[src/hw/rtl/epds_pkg.sv]
// Shared types and constants for the arc dedup symmetrizer.
package epds_pkg;

  localparam int unsigned FieldW     = 32;
  localparam int unsigned OwnerW     = 16;
  localparam int unsigned IdxW       = 10;
  localparam int unsigned TableSlots = 1024;

  typedef enum logic [0:0] {
    OP_INSERT = 1'b0,
    OP_READ   = 1'b1
  } op_t;

  typedef enum logic [0:0] {
    CFG_LOCAL_FIRST = 1'b0,
    CFG_LOCAL_END   = 1'b1
  } cfg_idx_t;

  typedef struct packed {
    logic                      operation;
    logic [FieldW-1:0]         edge_source;
    logic [FieldW-1:0]         edge_target;
    logic signed [FieldW-1:0]  edge_weight;
    logic [OwnerW-1:0]         target_owner;
    logic [IdxW-1:0]           read_index;
  } in_item_t;

  typedef struct packed {
    logic [IdxW-1:0]           forward_index;
    logic                      merged;
    logic                      reverse_stored;
    logic                      send_valid;
    logic [FieldW-1:0]         send_source;
    logic [FieldW-1:0]         send_target;
    logic signed [FieldW-1:0]  send_weight;
    logic [OwnerW-1:0]         send_owner;
    logic                      table_full;
    logic [FieldW-1:0]         read_source;
    logic [FieldW-1:0]         read_target;
    logic signed [FieldW-1:0]  read_weight;
  } out_item_t;

  // Classified command from front to back.
  typedef struct packed {
    in_item_t item;
    logic     tgt_local;
  } cmd_t;

  localparam logic [63:0] HashK1 = 64'h9E3779B97F4A7C15;
  localparam logic [63:0] HashK2 = 64'hC2B2AE3D27D4EB4F;

  function automatic logic signed [FieldW-1:0] sat_add(
    input logic signed [FieldW-1:0] a,
    input logic signed [FieldW-1:0] b
  );
    logic signed [FieldW:0] s;
    s = {a[FieldW-1], a} + {b[FieldW-1], b};
    if (s[FieldW] != s[FieldW-1]) begin
      sat_add = s[FieldW] ? {1'b1, {(FieldW-1){1'b0}}} : {1'b0, {(FieldW-1){1'b1}}};
    end else begin
      sat_add = s[FieldW-1:0];
    end
  endfunction

endpackage

[src/hw/rtl/epds_front.sv]
// Front end: input transfer, vertex masking and locality check, two-entry command queue.
module epds_front #(
  parameter int unsigned VERTEX_BITS = 32
) (
  input  logic                    clk,
  input  logic                    rst_n,
  input  logic                    in_push,
  output logic                    in_full,
  input  epds_pkg::in_item_t      in_data,
  input  logic [31:0]             local_first,
  input  logic [31:0]             local_end,
  output logic                    cmd_valid,
  input  logic                    cmd_take,
  output epds_pkg::cmd_t          cmd
);
  import epds_pkg::*;

  localparam int unsigned VB = (VERTEX_BITS < FieldW) ? VERTEX_BITS : FieldW;
  localparam logic [FieldW-1:0] VMask = (VB >= FieldW) ? {FieldW{1'b1}} :
                                        FieldW'((64'd1 << VB) - 64'd1);

  cmd_t       q_r [2];
  logic       rd_r, rd_nxt, wr_r, wr_nxt;
  logic [1:0] cnt_r, cnt_nxt;
  cmd_t       c;
  logic       push_ok;

  always_comb begin
    c = '0;
    c.item = in_data;
    c.item.edge_source = in_data.edge_source & VMask;
    c.item.edge_target = in_data.edge_target & VMask;
    c.tgt_local = (c.item.edge_target >= local_first) && (c.item.edge_target < local_end);
  end

  assign in_full   = (cnt_r == 2'd2);
  assign push_ok   = in_push && !in_full;
  assign cmd_valid = (cnt_r != 2'd0);
  assign cmd       = q_r[rd_r];

  always_comb begin
    rd_nxt  = rd_r ^ (cmd_take && cmd_valid);
    wr_nxt  = wr_r ^ push_ok;
    cnt_nxt = cnt_r + {1'b0, push_ok} - {1'b0, cmd_take && cmd_valid};
  end

  always_ff @(posedge clk) begin
    if (!rst_n) begin
      rd_r  <= 1'b0;
      wr_r  <= 1'b0;
      cnt_r <= 2'd0;
    end else begin
      rd_r  <= rd_nxt;
      wr_r  <= wr_nxt;
      cnt_r <= cnt_nxt;
    end
  end

  always_ff @(posedge clk) begin
    if (push_ok) begin
      q_r[wr_r] <= c;
    end
  end
endmodule

[config.mk]
export PLATFORM = sky130hd
export DESIGN_NAME = epds_front
export DESIGN_NICKNAME = d
export VERILOG_FILES = /design/src/hw/rtl/epds_pkg.sv /design/src/hw/rtl/epds_front.sv
export SDC_FILE = /design/constraint.sdc
export NUM_CORES = 1
export LEC_CHECK = 0
export ABC_AREA = 0
export BUFFER_PORTS_ARGS = -buffer_cell sky130_fd_sc_hd__buf_4
export CAP_MARGIN = 20
export CORE_ASPECT_RATIO = 1.75
export CORE_MARGIN = 3
export CORE_UTILIZATION = 56
export CTS_CLUSTER_DIAMETER = 80
export DETAILED_ROUTE_END_ITERATION = 10
export PLACE_DENSITY_LB_ADDON = 0.2
export SLEW_MARGIN = 20
export SYNTH_ARGS = -nofsm -noshare
export SYNTH_HDL_FRONTEND = slang
export SYNTH_SLANG_ARGS = --single-unit
[constraint.sdc]
create_clock -name clk -period 9 [get_ports clk]
set_input_delay 1.8 -clock clk [delete_from_list [all_inputs] [get_ports clk]]
set_output_delay 1.8 -clock clk [all_outputs]
set_load 0.01 [all_outputs]
==> metrics.txt <==
Post-Syn Instances=636; Vias per Instance=5.38; Syn Area/Cell=17.0 µm²; pwr/cell area=243 nW/µm²; largest net degree at the start of global routing=76; number of global-route vias before repair=7,108; Synth Cell Area=10,800 µm²; RSZ-0062 raised after global routing=no; DR vias=6,563; post-route setup TNS=0 ns; Yosys cell types=34; post-layout min period=4.62 ns; CTS Buf Count=22; Max Cap Violations=0; Root Driver=clkbuf_16; global-route usage over all layers=0.223; Residual DRC=0; Longest Clk Path Bufs=3; Seq cells post-synth=253; initial antenna violation count=2; die footprint=21,000 µm²; Mapped Nets=894; DRT Pass-1 Iters=7; hold slack=0.550 ns; run status=finished, final reports clean; Final ANT Viol Nets=0; CTS tree=built; main area contributors after synthesis=edfxtp_1, mux2_2, ha_1; core area=18,700 µm²; Starting Density=0.575; setup bufs post-CTS=0; area leader, netlist=edfxtp_1; 1st-iter DRT viols=284; clk slew on worst S/H paths=0.06 ns; Critical Path AT=2.82 ns; final WL=24.5 mm; I/O pins=317; global-route wire length before repair=36.4 mm; DIE WIDTH=111 µm; area grow syn2layout=31.5%; Die Y=190 µm; type of destination of the critical path=output port; DP HPWL=18.3 mm; slack of the critical path=4.38 ns; CP max FO=75; Final GP Congestion=0.814; VDD IR-drop max=0.194 mV; # fillers=1,175; Seq/Total Area, Yosys=0.700; hold_buf cts=0; final net count=1,223; Post-synth ARST share=0; number of synthesized flops with an enable pin=248; Resized Gates After CTS=0; layout cells sized above 1=0.493; Worst-Skew Late Latency=0.49 ns; I/O Buffers=316; Slew headroom=0.341; P_leak=5.82 nW; yosys warns=0; fin. max-slew vios=0; row cnt=66; most frequent cell after synthesis=edfxtp_1; Hold Fails Final Rpt=0; placed inst area=13,400 µm²; clk sink count=253; Tightest Hold Check Type=reg -> reg; final std cell area, no fill=14,200 µm²; WS Path Type=reg -> out; global route overflow=0; WP data required=7.20 ns; clk_skew=0.0113 ns; Slew @ Worst Pin=0.989 ns; Setup violations, final=0; Tcrit/Tclk final=0.514; commonest cells in the netlist=edfxtp_1, mux2_2, inv_1; wire per inst=20.1 µm; CP startpoint kind=flop; H-tree levels=1; Placement Setup Slack=4.86 ns; Yosys top cell area share=0.690; fmax=0.216 GHz; Top FF cell, synth=edfxtp_1
## through the flow
stage               power (W)  instances   util
floorplan             0.00209        636      -
global placement      0.00252       1179  0.717
detailed placement    0.00255       1179  0.717
CTS                   0.00349       1219  0.756
global route          0.00361       1221  0.757
finish                0.00345       1221  0.757
## state kept, by name (all words and copies together) (netlist names), named ones only
signal,count
cnt_r,2
rd_r,1
wr_r,1
q_r,248
## power breakdown
part	total, W	internal (W)	switching [W]
Clock	0.000945	0.000554	0.000391
Combinational	0.000942	0.000494	0.000448
Sequential	0.00157	0.00150	0.0000681
## critical path, cell delays in order, from the launching register on
cell and delay [ns]:
dfxtp_4 0.79, buf_4 0.87, mux2_2 0.44, buf_4 0.15
## cells in the final DEF, fill, tap and decap left out, types with 9 or more instances in the layout
| cell | n |
|---|---|
| mux2_2 | 124 |
| ha_1 | 65 |
| buf_4 | 319 |
| o21ai_0 | 9 |
| nor2_1 | 10 |
| edfxtp_1 | 248 |
| inv_1 | 68 |
| a21oi_1 | 23 |
| clkbuf_16 | 23 |
| nand2_1 | 18 |
## final timing paths
check	endpoint	slack, ns	startpoint	cells past startpoint
setup / recovery	cmd[21]	4.38	flop	3
hold / removal	flop	0.55	rd_r$_SDFF_PN0_	2
setup reg to reg	q_r[1][106]$_DFFE_PP_	6.26	cnt_r[0]$_SDFF_PN0_	5
hold reg to reg	flop	0.55	rd_r$_SDFF_PN0_	2
## area by class of cell
cell class | count | area [µm²] | share of cell area
antenna | 2 | 5.00 | 0.000353
clock buffer | 28 | 594 | 0.0419
clock inverter | 12 | 134 | 0.00944
inverter | 68 | 255 | 0.0180
multi-input combinational | 301 | 2950 | 0.208
sequential | 253 | 7550 | 0.532
tap | 238 | 298 | 0.0210
timing repair buffer | 319 | 2390 | 0.169
## per-layer routing
| layer | vias up | track usage | part of all wire |
|---|---|---|---|
| met5 | - | 0 | 0 |
| met4 | 0 | 0.129 | 0.060 |
| met3 | 71 | 0.0461 | 0.061 |
| met2 | 264 | 0.422 | 0.55 |
| met1 | 3178 | 0.223 | 0.33 |
| li1 | 3050 | - | - |
## kinds of logic (layout without fill, tap and decap cells)
group / Yosys count / in the layout / share of synthesized area
buf+inv: 82 / 427 / 0.0292
fa+ha+maj: 67 / 67 / 0.0777
flops: 253 / 253 / 0.700
compound gates: 50 / 50 / 0.0325
mux: 124 / 124 / 0.129
other cells: 0 / 2 / 0
xor+xnor: 3 / 3 / 0.00244
simple gates: 57 / 57 / 0.0291
Note: power is estimated with default switching activity, not from simulation.
